<file path="config.mk">
export PLATFORM = sky130hd
export DESIGN_NAME = retrain_pattern_detector_core_flat
export DESIGN_NICKNAME = d
export VERILOG_FILES = /design/src/rpd_pkg.sv /design/src/rpd_if.sv /design/src/rpd_accum.sv /design/src/rpd_decide.sv /design/src/retrain_pattern_detector_core.sv /design/src/flat_wrapper.sv
export SDC_FILE = /design/constraint.sdc
export NUM_CORES = 2
export LEC_CHECK = 0
export BUFFER_PORTS_ARGS = -buffer_cell sky130_fd_sc_hd__buf_2
export CAP_MARGIN = 20
export CORE_MARGIN = 3
export CORE_UTILIZATION = 61
export CTS_BUF_LIST = sky130_fd_sc_hd__clkbuf_16
export CTS_CLUSTER_SIZE = 12
export DETAILED_ROUTE_END_ITERATION = 7
export MAX_ROUTING_LAYER = met4
export PLACE_DENSITY = 0.8
export SYNTH_ARGS = -nofsm -noshare
export SYNTH_HDL_FRONTEND = slang
export SYNTH_SLANG_ARGS = --single-unit
</file>
<file path="constraint.sdc">
create_clock -name clk -period 9.7 [get_ports clk]
set_input_delay 1.94 -clock clk [delete_from_list [all_inputs] [get_ports clk]]
set_output_delay 1.94 -clock clk [all_outputs]
set_load 0.01 [all_outputs]
</file>
<file path="src/rpd_pkg.sv">
// ----------------------------------------------------------------------------
// rpd_pkg
// Shared types, widths and constants of the retrain pattern detector.
// ----------------------------------------------------------------------------
`default_nettype none

package rpd_pkg;

  localparam int SYM_W  = 16;  // received symbol word
  localparam int ACC_W  = 16;  // wrapping sums and the run
  localparam int CNT_W  = 15;  // symbol count, saturates at MAX_COUNT
  localparam int IQ_W   = 2;   // ideal quadrant
  localparam int THR_W  = 15;  // Q15 threshold
  localparam int RUN_W  = 15;  // minimum run
  localparam int MS_W   = 16;  // ms per symbol, Q14
  localparam int DUR_W  = 16;  // duration output
  localparam int CFG_DATA_W = 16;

  localparam int THR_SHIFT = 15;
  localparam int DUR_SHIFT = 14;

  localparam logic [CNT_W-1:0] MAX_COUNT = {CNT_W{1'b1}};

  localparam int QUAD_SHIFT_DEF = 2;
  localparam int QUAD_BITS_DEF  = 2;

  localparam logic [IQ_W-1:0]  IDEAL_QUAD_RST = 2'd3;
  localparam logic [THR_W-1:0] THRESH_RST     = 15'd16384;
  localparam logic [RUN_W-1:0] MIN_RUN_RST    = 15'd4;
  localparam logic [MS_W-1:0]  MS_PER_SYM_RST = 16'd27307;

  typedef enum logic [1:0] {
    CFG_IDEAL_QUAD = 2'd0,
    CFG_THRESH     = 2'd1,
    CFG_MIN_RUN    = 2'd2,
    CFG_MS_PER_SYM = 2'd3
  } cfg_idx_t;

  typedef struct packed {
    logic [IQ_W-1:0]  ideal_quadrant;
    logic [THR_W-1:0] match_threshold_q15;
    logic [RUN_W-1:0] min_run;
    logic [MS_W-1:0]  ms_per_symbol_q14;
  } cfg_t;

  // Block totals captured on the last symbol
  typedef struct packed {
    logic [CNT_W-1:0] count;
    logic [ACC_W-1:0] square_sum;
    logic [ACC_W-1:0] corr_sum;
    logic [ACC_W-1:0] energy;
    logic [ACC_W-1:0] run;
  } snap_t;

endpackage

`default_nettype wire

</file>
<file path="src/rpd_if.sv">
// ----------------------------------------------------------------------------
// rpd_if
// Valid/ready channels of the retrain pattern detector: symbols in,
// results out, and register writes.
// ----------------------------------------------------------------------------
`default_nettype none

interface rpd_in_if;
  logic                     valid;
  logic                     ready;
  logic [rpd_pkg::SYM_W-1:0] symbol;
  logic                     last_symbol;

  modport source (output valid, output symbol, output last_symbol, input ready);
  modport sink   (input valid, input symbol, input last_symbol, output ready);
endinterface

interface rpd_out_if;
  logic                      valid;
  logic                      ready;
  logic                      detected;
  logic [rpd_pkg::DUR_W-1:0] duration_ms;

  modport source (output valid, output detected, output duration_ms, input ready);
  modport sink   (input valid, input detected, input duration_ms, output ready);
endinterface

interface rpd_cfg_if;
  logic                           valid;
  logic                           ready;
  rpd_pkg::cfg_idx_t              index;
  logic [rpd_pkg::CFG_DATA_W-1:0] data;

  modport source (output valid, output index, output data, input ready);
  modport sink   (input valid, input index, input data, output ready);
endinterface

`default_nettype wire

</file>
<file path="src/rpd_accum.sv">
// ----------------------------------------------------------------------------
// rpd_accum
// Per-symbol accumulation: square sum, correlation, energy, period-two
// repetition run. Captures the block totals on the last symbol.
// ----------------------------------------------------------------------------
`default_nettype none

module rpd_accum #(
  parameter int QUAD_SHIFT = rpd_pkg::QUAD_SHIFT_DEF,
  parameter int QUAD_BITS  = rpd_pkg::QUAD_BITS_DEF
) (
  input  wire logic                        clk,
  input  wire logic                        rst_n,
  input  wire logic                        in_valid,
  output logic                             in_ready,
  input  wire logic [rpd_pkg::SYM_W-1:0]   in_symbol,
  input  wire logic                        in_last_symbol,
  input  wire logic [rpd_pkg::IQ_W-1:0]    ideal_quadrant,
  input  wire logic                        snap_take,
  output logic                             snap_valid,
  output rpd_pkg::snap_t                   snap
);
  import rpd_pkg::*;

  localparam int QSQ_W = 2 * QUAD_BITS;
  localparam int QI_W  = QUAD_BITS + IQ_W;

  logic [CNT_W-1:0] count_r, count_nxt;
  logic [ACC_W-1:0] sqsum_r, sqsum_nxt;
  logic [ACC_W-1:0] corr_r, corr_nxt;
  logic [ACC_W-1:0] energy_r, energy_nxt;
  logic [ACC_W-1:0] run_r, run_nxt;
  logic [SYM_W-1:0] recent_r [3];
  logic             snap_valid_r;
  snap_t            snap_r;

  logic             in_fire;
  logic             upd;
  logic [QUAD_BITS-1:0] q;
  logic [QSQ_W-1:0] q_sq;
  logic [QI_W-1:0]  q_ideal;
  logic [2*IQ_W-1:0] ideal_sq;
  logic             rep_match;

  assign in_ready = !snap_valid_r || snap_take;
  assign in_fire  = in_valid && in_ready;
  assign upd      = count_r != MAX_COUNT;

  assign q         = in_symbol[QUAD_SHIFT +: QUAD_BITS];
  assign q_sq      = QSQ_W'(q) * QSQ_W'(q);
  assign q_ideal   = QI_W'(q) * QI_W'(ideal_quadrant);
  assign ideal_sq  = (2*IQ_W)'(ideal_quadrant) * (2*IQ_W)'(ideal_quadrant);
  assign rep_match = (recent_r[0] == recent_r[2]) && (in_symbol == recent_r[1]);

  always_comb begin
    count_nxt  = count_r;
    sqsum_nxt  = sqsum_r;
    corr_nxt   = corr_r;
    energy_nxt = energy_r;
    run_nxt    = run_r;
    if (upd) begin
      count_nxt = count_r + 1'b1;
      sqsum_nxt = sqsum_r + ACC_W'(q_sq);
      if (!count_r[0]) begin
        corr_nxt   = corr_r + ACC_W'(q_ideal);
        energy_nxt = energy_r + ACC_W'(ideal_sq);
      end else if (count_r >= CNT_W'(3)) begin
        run_nxt = rep_match ? run_r + 1'b1 : '0;
      end
    end
  end

  always_ff @(posedge clk) begin
    if (!rst_n) begin
      count_r      <= '0;
      sqsum_r      <= '0;
      corr_r       <= '0;
      energy_r     <= '0;
      run_r        <= '0;
      recent_r[0]  <= '0;
      recent_r[1]  <= '0;
      recent_r[2]  <= '0;
      snap_valid_r <= 1'b0;
    end else begin
      if (in_fire && in_last_symbol) begin
        // close the block: totals go to the snapshot, state clears
        count_r      <= '0;
        sqsum_r      <= '0;
        corr_r       <= '0;
        energy_r     <= '0;
        run_r        <= '0;
        recent_r[0]  <= '0;
        recent_r[1]  <= '0;
        recent_r[2]  <= '0;
        snap_valid_r <= 1'b1;
      end else begin
        if (in_fire) begin
          count_r  <= count_nxt;
          sqsum_r  <= sqsum_nxt;
          corr_r   <= corr_nxt;
          energy_r <= energy_nxt;
          run_r    <= run_nxt;
          if (upd) begin
            recent_r[2] <= recent_r[1];
            recent_r[1] <= recent_r[0];
            recent_r[0] <= in_symbol;
          end
        end
        if (snap_take) begin
          snap_valid_r <= 1'b0;
        end
      end
    end
  end

  always_ff @(posedge clk) begin
    if (in_fire && in_last_symbol) begin
      snap_r.count      <= count_nxt;
      snap_r.square_sum <= sqsum_nxt;
      snap_r.corr_sum   <= corr_nxt;
      snap_r.energy     <= energy_nxt;
      snap_r.run        <= run_nxt;
    end
  end

  assign snap_valid = snap_valid_r;
  assign snap       = snap_r;

endmodule

`default_nettype wire

</file>
<file path="src/rpd_decide.sv">
// ----------------------------------------------------------------------------
// rpd_decide
// Detection decision and duration from the block totals, into the result
// register.
// ----------------------------------------------------------------------------
`default_nettype none

module rpd_decide (
  input  wire logic           clk,
  input  wire logic           rst_n,
  input  wire logic           snap_valid,
  input  rpd_pkg::snap_t      snap,
  input  rpd_pkg::cfg_t       cfg,
  output logic                snap_take,
  rpd_out_if.source           out_ch
);
  import rpd_pkg::*;

  localparam int PROD_W = 2 * ACC_W;
  localparam int DPROD_W = CNT_W + MS_W;

  logic              out_valid_r;
  logic              detected_r, detected_nxt;
  logic [DUR_W-1:0]  dur_r, dur_nxt;

  logic [ACC_W+1:0]  diff;
  logic [ACC_W+1:0]  mag;
  logic [ACC_W-1:0]  lhs;
  logic signed [PROD_W-1:0] prod;
  logic signed [PROD_W-1:0] prod_q;
  logic [ACC_W-1:0]  rhs;
  logic              corr_ok;
  logic              run_ok;
  logic [DPROD_W-1:0] dprod;

  assign snap_take = !out_valid_r || out_ch.ready;

  // |2*corr - sumsq|, both signed 16-bit
  assign diff = {snap.corr_sum[ACC_W-1], snap.corr_sum, 1'b0}
              - {{2{snap.square_sum[ACC_W-1]}}, snap.square_sum};
  assign mag  = diff[ACC_W+1] ? (~diff + 1'b1) : diff;
  assign lhs  = mag[ACC_W-1:0];

  // energy * threshold, scaled down rounding toward minus infinity
  assign prod   = PROD_W'($signed(snap.energy))
                * PROD_W'($signed({1'b0, cfg.match_threshold_q15}));
  assign prod_q = prod >>> THR_SHIFT;
  assign rhs    = prod_q[ACC_W-1:0];

  assign corr_ok = $signed(lhs) >= $signed(rhs);
  assign run_ok  = $signed(snap.run) > $signed({1'b0, cfg.min_run});

  assign dprod = DPROD_W'(snap.count) * DPROD_W'(cfg.ms_per_symbol_q14);

  always_comb begin
    detected_nxt = corr_ok && run_ok;
    dur_nxt      = detected_nxt ? dprod[DUR_SHIFT +: DUR_W] : '0;
  end

  always_ff @(posedge clk) begin
    if (!rst_n) begin
      out_valid_r <= 1'b0;
    end else if (snap_take) begin
      out_valid_r <= snap_valid;
    end
  end

  always_ff @(posedge clk) begin
    if (snap_take && snap_valid) begin
      detected_r <= detected_nxt;
      dur_r      <= dur_nxt;
    end
  end

  assign out_ch.valid       = out_valid_r;
  assign out_ch.detected    = detected_r;
  assign out_ch.duration_ms = dur_r;

endmodule

`default_nettype wire

</file>
<file path="src/retrain_pattern_detector_core.sv">
// ----------------------------------------------------------------------------
// retrain_pattern_detector_core
// Detects the period-two retrain pattern over a block of modem symbols and
// reports its duration when the block ends.
// ----------------------------------------------------------------------------
//  Channel   Dir   Payload                      Transfer
//  in_ch     in    symbol[15:0], last_symbol    valid & ready
//  out_ch    out   detected, duration_ms[15:0]  valid & ready, one per block
//  cfg_ch    in    index[1:0], data[15:0]       valid & ready, ready always 1
//
//  One symbol per cycle while in_ch is not stalled; sums update in the cycle
//  the transaction is taken. A block's result passes through the totals
//  snapshot, then through the decision logic into the result register.
//  in_ch stalls only when a finished block's totals wait behind a result
//  that out_ch has not taken. Reset (rst_n low, synchronous) clears all sums
//  and restores the register defaults.
// ----------------------------------------------------------------------------
`default_nettype none

module retrain_pattern_detector_core #(
  parameter int QUAD_SHIFT = rpd_pkg::QUAD_SHIFT_DEF,
  parameter int QUAD_BITS  = rpd_pkg::QUAD_BITS_DEF
) (
  input  wire logic  clk,
  input  wire logic  rst_n,
  rpd_in_if.sink     in_ch,
  rpd_out_if.source  out_ch,
  rpd_cfg_if.sink    cfg_ch
);
  import rpd_pkg::*;

  cfg_t  cfg_r;
  logic  snap_valid;
  snap_t snap;
  logic  snap_take;

  assign cfg_ch.ready = 1'b1;

  always_ff @(posedge clk) begin
    if (!rst_n) begin
      cfg_r.ideal_quadrant      <= IDEAL_QUAD_RST;
      cfg_r.match_threshold_q15 <= THRESH_RST;
      cfg_r.min_run             <= MIN_RUN_RST;
      cfg_r.ms_per_symbol_q14   <= MS_PER_SYM_RST;
    end else if (cfg_ch.valid) begin
      case (cfg_ch.index)
        CFG_IDEAL_QUAD: cfg_r.ideal_quadrant      <= cfg_ch.data[IQ_W-1:0];
        CFG_THRESH:     cfg_r.match_threshold_q15 <= cfg_ch.data[THR_W-1:0];
        CFG_MIN_RUN:    cfg_r.min_run             <= cfg_ch.data[RUN_W-1:0];
        CFG_MS_PER_SYM: cfg_r.ms_per_symbol_q14   <= cfg_ch.data[MS_W-1:0];
        default: begin
        end
      endcase
    end
  end

  rpd_accum #(
    .QUAD_SHIFT (QUAD_SHIFT),
    .QUAD_BITS  (QUAD_BITS)
  ) u_accum (
    .clk            (clk),
    .rst_n          (rst_n),
    .in_valid       (in_ch.valid),
    .in_ready       (in_ch.ready),
    .in_symbol      (in_ch.symbol),
    .in_last_symbol (in_ch.last_symbol),
    .ideal_quadrant (cfg_r.ideal_quadrant),
    .snap_take      (snap_take),
    .snap_valid     (snap_valid),
    .snap           (snap)
  );

  rpd_decide u_decide (
    .clk        (clk),
    .rst_n      (rst_n),
    .snap_valid (snap_valid),
    .snap       (snap),
    .cfg        (cfg_r),
    .snap_take  (snap_take),
    .out_ch     (out_ch)
  );

endmodule

`default_nettype wire
</file>
<file path="src/flat_wrapper.sv">
// flat-port wrapper written by rule: the top's interface ports become plain ports
module retrain_pattern_detector_core_flat import rpd_pkg::*;
#(
  parameter int QUAD_SHIFT = rpd_pkg::QUAD_SHIFT_DEF,
  parameter int QUAD_BITS  = rpd_pkg::QUAD_BITS_DEF
)
  (clk, rst_n, in_ch_valid, in_ch_symbol, in_ch_last_symbol, in_ch_ready, out_ch_valid, out_ch_detected, out_ch_duration_ms, out_ch_ready, cfg_ch_valid, cfg_ch_index, cfg_ch_data, cfg_ch_ready);
  rpd_in_if in_ch_i ();
  rpd_out_if out_ch_i ();
  rpd_cfg_if cfg_ch_i ();
  input  wire logic clk;
  input  wire logic rst_n;
  input wire logic [$bits(in_ch_i.valid)-1:0] in_ch_valid;
  input wire logic [$bits(in_ch_i.symbol)-1:0] in_ch_symbol;
  input wire logic [$bits(in_ch_i.last_symbol)-1:0] in_ch_last_symbol;
  output wire logic [$bits(in_ch_i.ready)-1:0] in_ch_ready;
  output wire logic [$bits(out_ch_i.valid)-1:0] out_ch_valid;
  output wire logic [$bits(out_ch_i.detected)-1:0] out_ch_detected;
  output wire logic [$bits(out_ch_i.duration_ms)-1:0] out_ch_duration_ms;
  input wire logic [$bits(out_ch_i.ready)-1:0] out_ch_ready;
  input wire logic [$bits(cfg_ch_i.valid)-1:0] cfg_ch_valid;
  input wire logic [$bits(cfg_ch_i.index)-1:0] cfg_ch_index;
  input wire logic [$bits(cfg_ch_i.data)-1:0] cfg_ch_data;
  output wire logic [$bits(cfg_ch_i.ready)-1:0] cfg_ch_ready;
  assign in_ch_i.valid = in_ch_valid;
  assign in_ch_i.symbol = in_ch_symbol;
  assign in_ch_i.last_symbol = in_ch_last_symbol;
  assign in_ch_ready = in_ch_i.ready;
  assign out_ch_valid = out_ch_i.valid;
  assign out_ch_detected = out_ch_i.detected;
  assign out_ch_duration_ms = out_ch_i.duration_ms;
  assign out_ch_i.ready = out_ch_ready;
  assign cfg_ch_i.valid = cfg_ch_valid;
  assign cfg_ch_i.index = cfg_ch_index;
  assign cfg_ch_i.data = cfg_ch_data;
  assign cfg_ch_ready = cfg_ch_i.ready;
  retrain_pattern_detector_core #(.QUAD_SHIFT(QUAD_SHIFT), .QUAD_BITS(QUAD_BITS)) u_core (.clk(clk), .rst_n(rst_n), .in_ch(in_ch_i), .out_ch(out_ch_i), .cfg_ch(cfg_ch_i));
endmodule
</file>
==> summary.txt <==
Outcome
  • Status: finished clean

Logic synthesis
  • Post-synthesis register bit count: 273
  • Cell taking the most area after synthesis: fa_1
  • Synth Flop Type: edfxtp_1
  • Yosys top cell area share: 28.4%
  • Yosys cell types: 74
  • Mapped Area: slightly below 30000 um2
  • Syn_area_per_cell: 9.37 um2
  • Syn_nets: 3869
  • Share of flip-flops with an asynchronous set or reset: 0%
  • Yosys Warn Count: 0
  • Post-Synthesis Cells: 3177
  • Synth area leaders: fa_1, edfxtp_1, ha_1
  • Sequential share of the synthesized area: 23.2%
  • Post-synth EDFFs: 144

Layout
  • Final core utilization: 65.3%
  • Most common cell after layout, fill and taps aside: inv_1
  • Diode count: 0
  • Most frequent cells in the layout: inv_1, nand2_1, fa_1
  • Final Non-Filler Cells: 3788
  • Register area: about 6900 um2
  • Design Area, Final: 31300 um2
  • Layout cell share with drive strength beyond 1: between 4 and 5%
  • Layout Nets: 3841
  • Fill count: ~3700
  • Area growth, synth to finish: 5.21%
  • Multi-input gate area: 20400 um2

Setup path
  • WP buf/inv: 3
  • Critical path class: flip-flop to flip-flop
  • Worst setup EP type: flip-flop
  • R2r worst-path depth: 29
  • Most common cell on crit path: fa_1
  • Worst setup SP type: flip-flop
  • Arrival time worst endpoint: 9.02 ns
  • Crit-path slowest cell: dfxtp_1
  • Worst-path fanout max: 17
  • Worst reg2reg setup slack: 1.02 ns
  • Top Family by Delay on Critical Path: adder cells
  • Worst EP required: 10.04 ns
  • Worst path max stage delay: between 0.7 and 0.8 ns
  • Crit path depth: 29

Power and ir drop
  • Pwr Density: 183 nW/um2
  • VDD IR-drop max: about 0.33 mV
  • Final total power: 5.74 mW
  • Leakage: 14.4 nW

GRT
  • Largest net degree at the start of global routing: between 80 and 90
  • First-pass GRT wire length: 113000 um
  • Total track usage: 27.9%
  • Grt ovf: 0
  • Vias in the first global route: 22900
  • Initial antenna violation count: 0

STA
  • Hold WS: approximately 0.48 ns
  • Fin crit period: 8.68 ns
  • Final Cycle Share: 89.5%
  • Clock Skews: ~0.023 ns
  • Slew Viols, Final: 0
  • Slew headroom: about a third
  • Peak Freq: 115 MHz
  • Worst-margin pin slew: 1.03 ns
  • Final worst setup slack: 1.02 ns
  • Setup TNS: 0 ns
  • RSZ-0062 raised after global routing: false
  • # setup viols final: 0
  • Final Hold Vio Count: 0

Clocking
  • Hold-fix buffers at CTS: 0
  • Post-CTS Setup Bufs: 0
  • CTS Buf Count: 30
  • CTS tree: yes
  • CTS H-tree lvls: 1
  • Post-CTS resize count: 0
  • Clk slew on worst S/H paths: 0.06 ns
  • Clk root buf: clkbuf_16
  • Clock Sink Count: 273
  • Maximum clock path buffer count: 3
  • Worst skew pair latency: around 0.6 ns

Placed design
  • DP HPWL: 52100 um
  • Placed insts: 3732
  • IO Port Bufs: 58
  • Placer congestion estimate: 0.909
  • Dpl cell area: ~30000 um2
  • Place WS: 1.00 ns

Route
  • Antenna Violating Nets Remaining: 0
  • Initial DRC Count: 1370
  • DRT Pass-1 Iters: 7
  • Post-Route WL: around 67000 um
  • Drt drc: 0
  • Vias per cell: 5.68
  • Detailed-route wire length per cell: 17.7 um
  • Routed vias: 21500

Floorplanning
  • Die width: ~230 um
  • Die area: 51500 um2
  • Ports: 60
  • Initial Util: 62.1%
  • Num rows: 80
  • CORE AREA: 47900 um2
  • Die Y-Extent: 227 um

Min path
  • Hold depth: 2
  • Min-Delay Path Class: flip-flop to flip-flop

Job
  • MaxCap Viol Count: 0
==> routing by layer <==
metal	global-route usage [%]	routed length [um]
met1	34.1	26700
met2	47.3	33900
met3	3.37	3680
met4	11.2	2690
met5	-	0
==> power by group <==
| group | switching (mW) | internal, mW | leakage [nW] |
|---|---|---|---|
| Combinational | 1.85 | 1.44 | 11.4 |
| Sequential | 0.0786 | 1.32 | 2.53 |
| Clock | 0.489 | 0.565 | 0.495 |
| Total | 2.41 | 3.33 | 14.4 |
==> cells by family after synthesis <==
logic type / Yosys count / share of synthesized area [%]
simple gates: 1131 / 18.4
xor+xnor: 195 / 5.74
buf+inv: 640 / 8.17
compound gates: 276 / 6.12
fa+ha+maj: 652 / 38.1
other cells: 1 / 0.0126
flops: 273 / 23.2
mux: 9 / 0.319
==> tightest hold or removal path: cells and delay by family, from the launching register on <==
kind / cells / cell delay, ns
AO/OA/AOI/OAI: 1 / 0.07
flip-flops: 1 / 0.31
AND/OR/NAND/NOR: 1 / 0.05
==> final timing paths <==
check / start / to
worst max-delay path: u_core.cfg_r[34] / u_core.u_decide.out_ch.duration_ms[0]
worst min-delay path: u_core.cfg_r[27] / u_core.cfg_r[27]
worst max register to register: u_core.cfg_r[34] / u_core.u_decide.out_ch.duration_ms[0]
worst min register to register: u_core.cfg_r[27] / u_core.cfg_r[27]
==> final cells by class <==
cell class,instances,area share (%)
Multi-Input combinational cell,2264,65.3
Sequential cell,273,22.1
Inverter,512,6.14
Tap cell,615,2.46
Clock buffer,30,2.40
Timing Repair Buffer,68,1.21
Clock inverter,26,0.479
==> Yosys cell counts (4+ instances only) <==
library cell	instances
o21ai_1	10
a31oi_1	7
nor3_1	34
nand2_1	506
and4_1	7
ha_1	229
nor2b_1	13
edfxtp_1	144
o21ai_0	48
xnor2_1	119
nand3_1	54
buf_2	8
and3_1	17
a21oi_1	71
a21boi_0	38
o31a_1	4
clkbuf_1	111
xor2_1	76
and3b_1	4
mux2_2	4
nand4_1	24
a31o_2	4
nor3b_1	6
o211ai_1	10
o21bai_1	6
o31ai_1	6
nor2_1	131
inv_1	512
mux2i_1	5
a211oi_1	7
dfxtp_1	129
or3_1	18
o21a_1	16
nand2b_1	11
a21o_1	22
nor4_1	11
and2_1	278
buf_1	5
fa_1	423
or2_2	4
==> sequential cells by signal (all words and copies together) (netlist names) <==
name,cells
u_core.u_accum.sqsum_r,16
u_core.u_accum.snap,79
u_core.u_decide.out_ch.duration_ms,16
u_core.u_accum.run_r,16
u_core.u_accum.recent_r,48
u_core.cfg_r,48
u_core.u_decide.out_ch.detected,1
u_core.u_accum.corr_r,16
u_core.u_accum.snap_valid,1
u_core.u_accum.count_r,15
u_core.u_decide.out_ch.valid,1
u_core.u_accum.energy_r,16
Note: power is estimated with default switching activity, not from simulation.
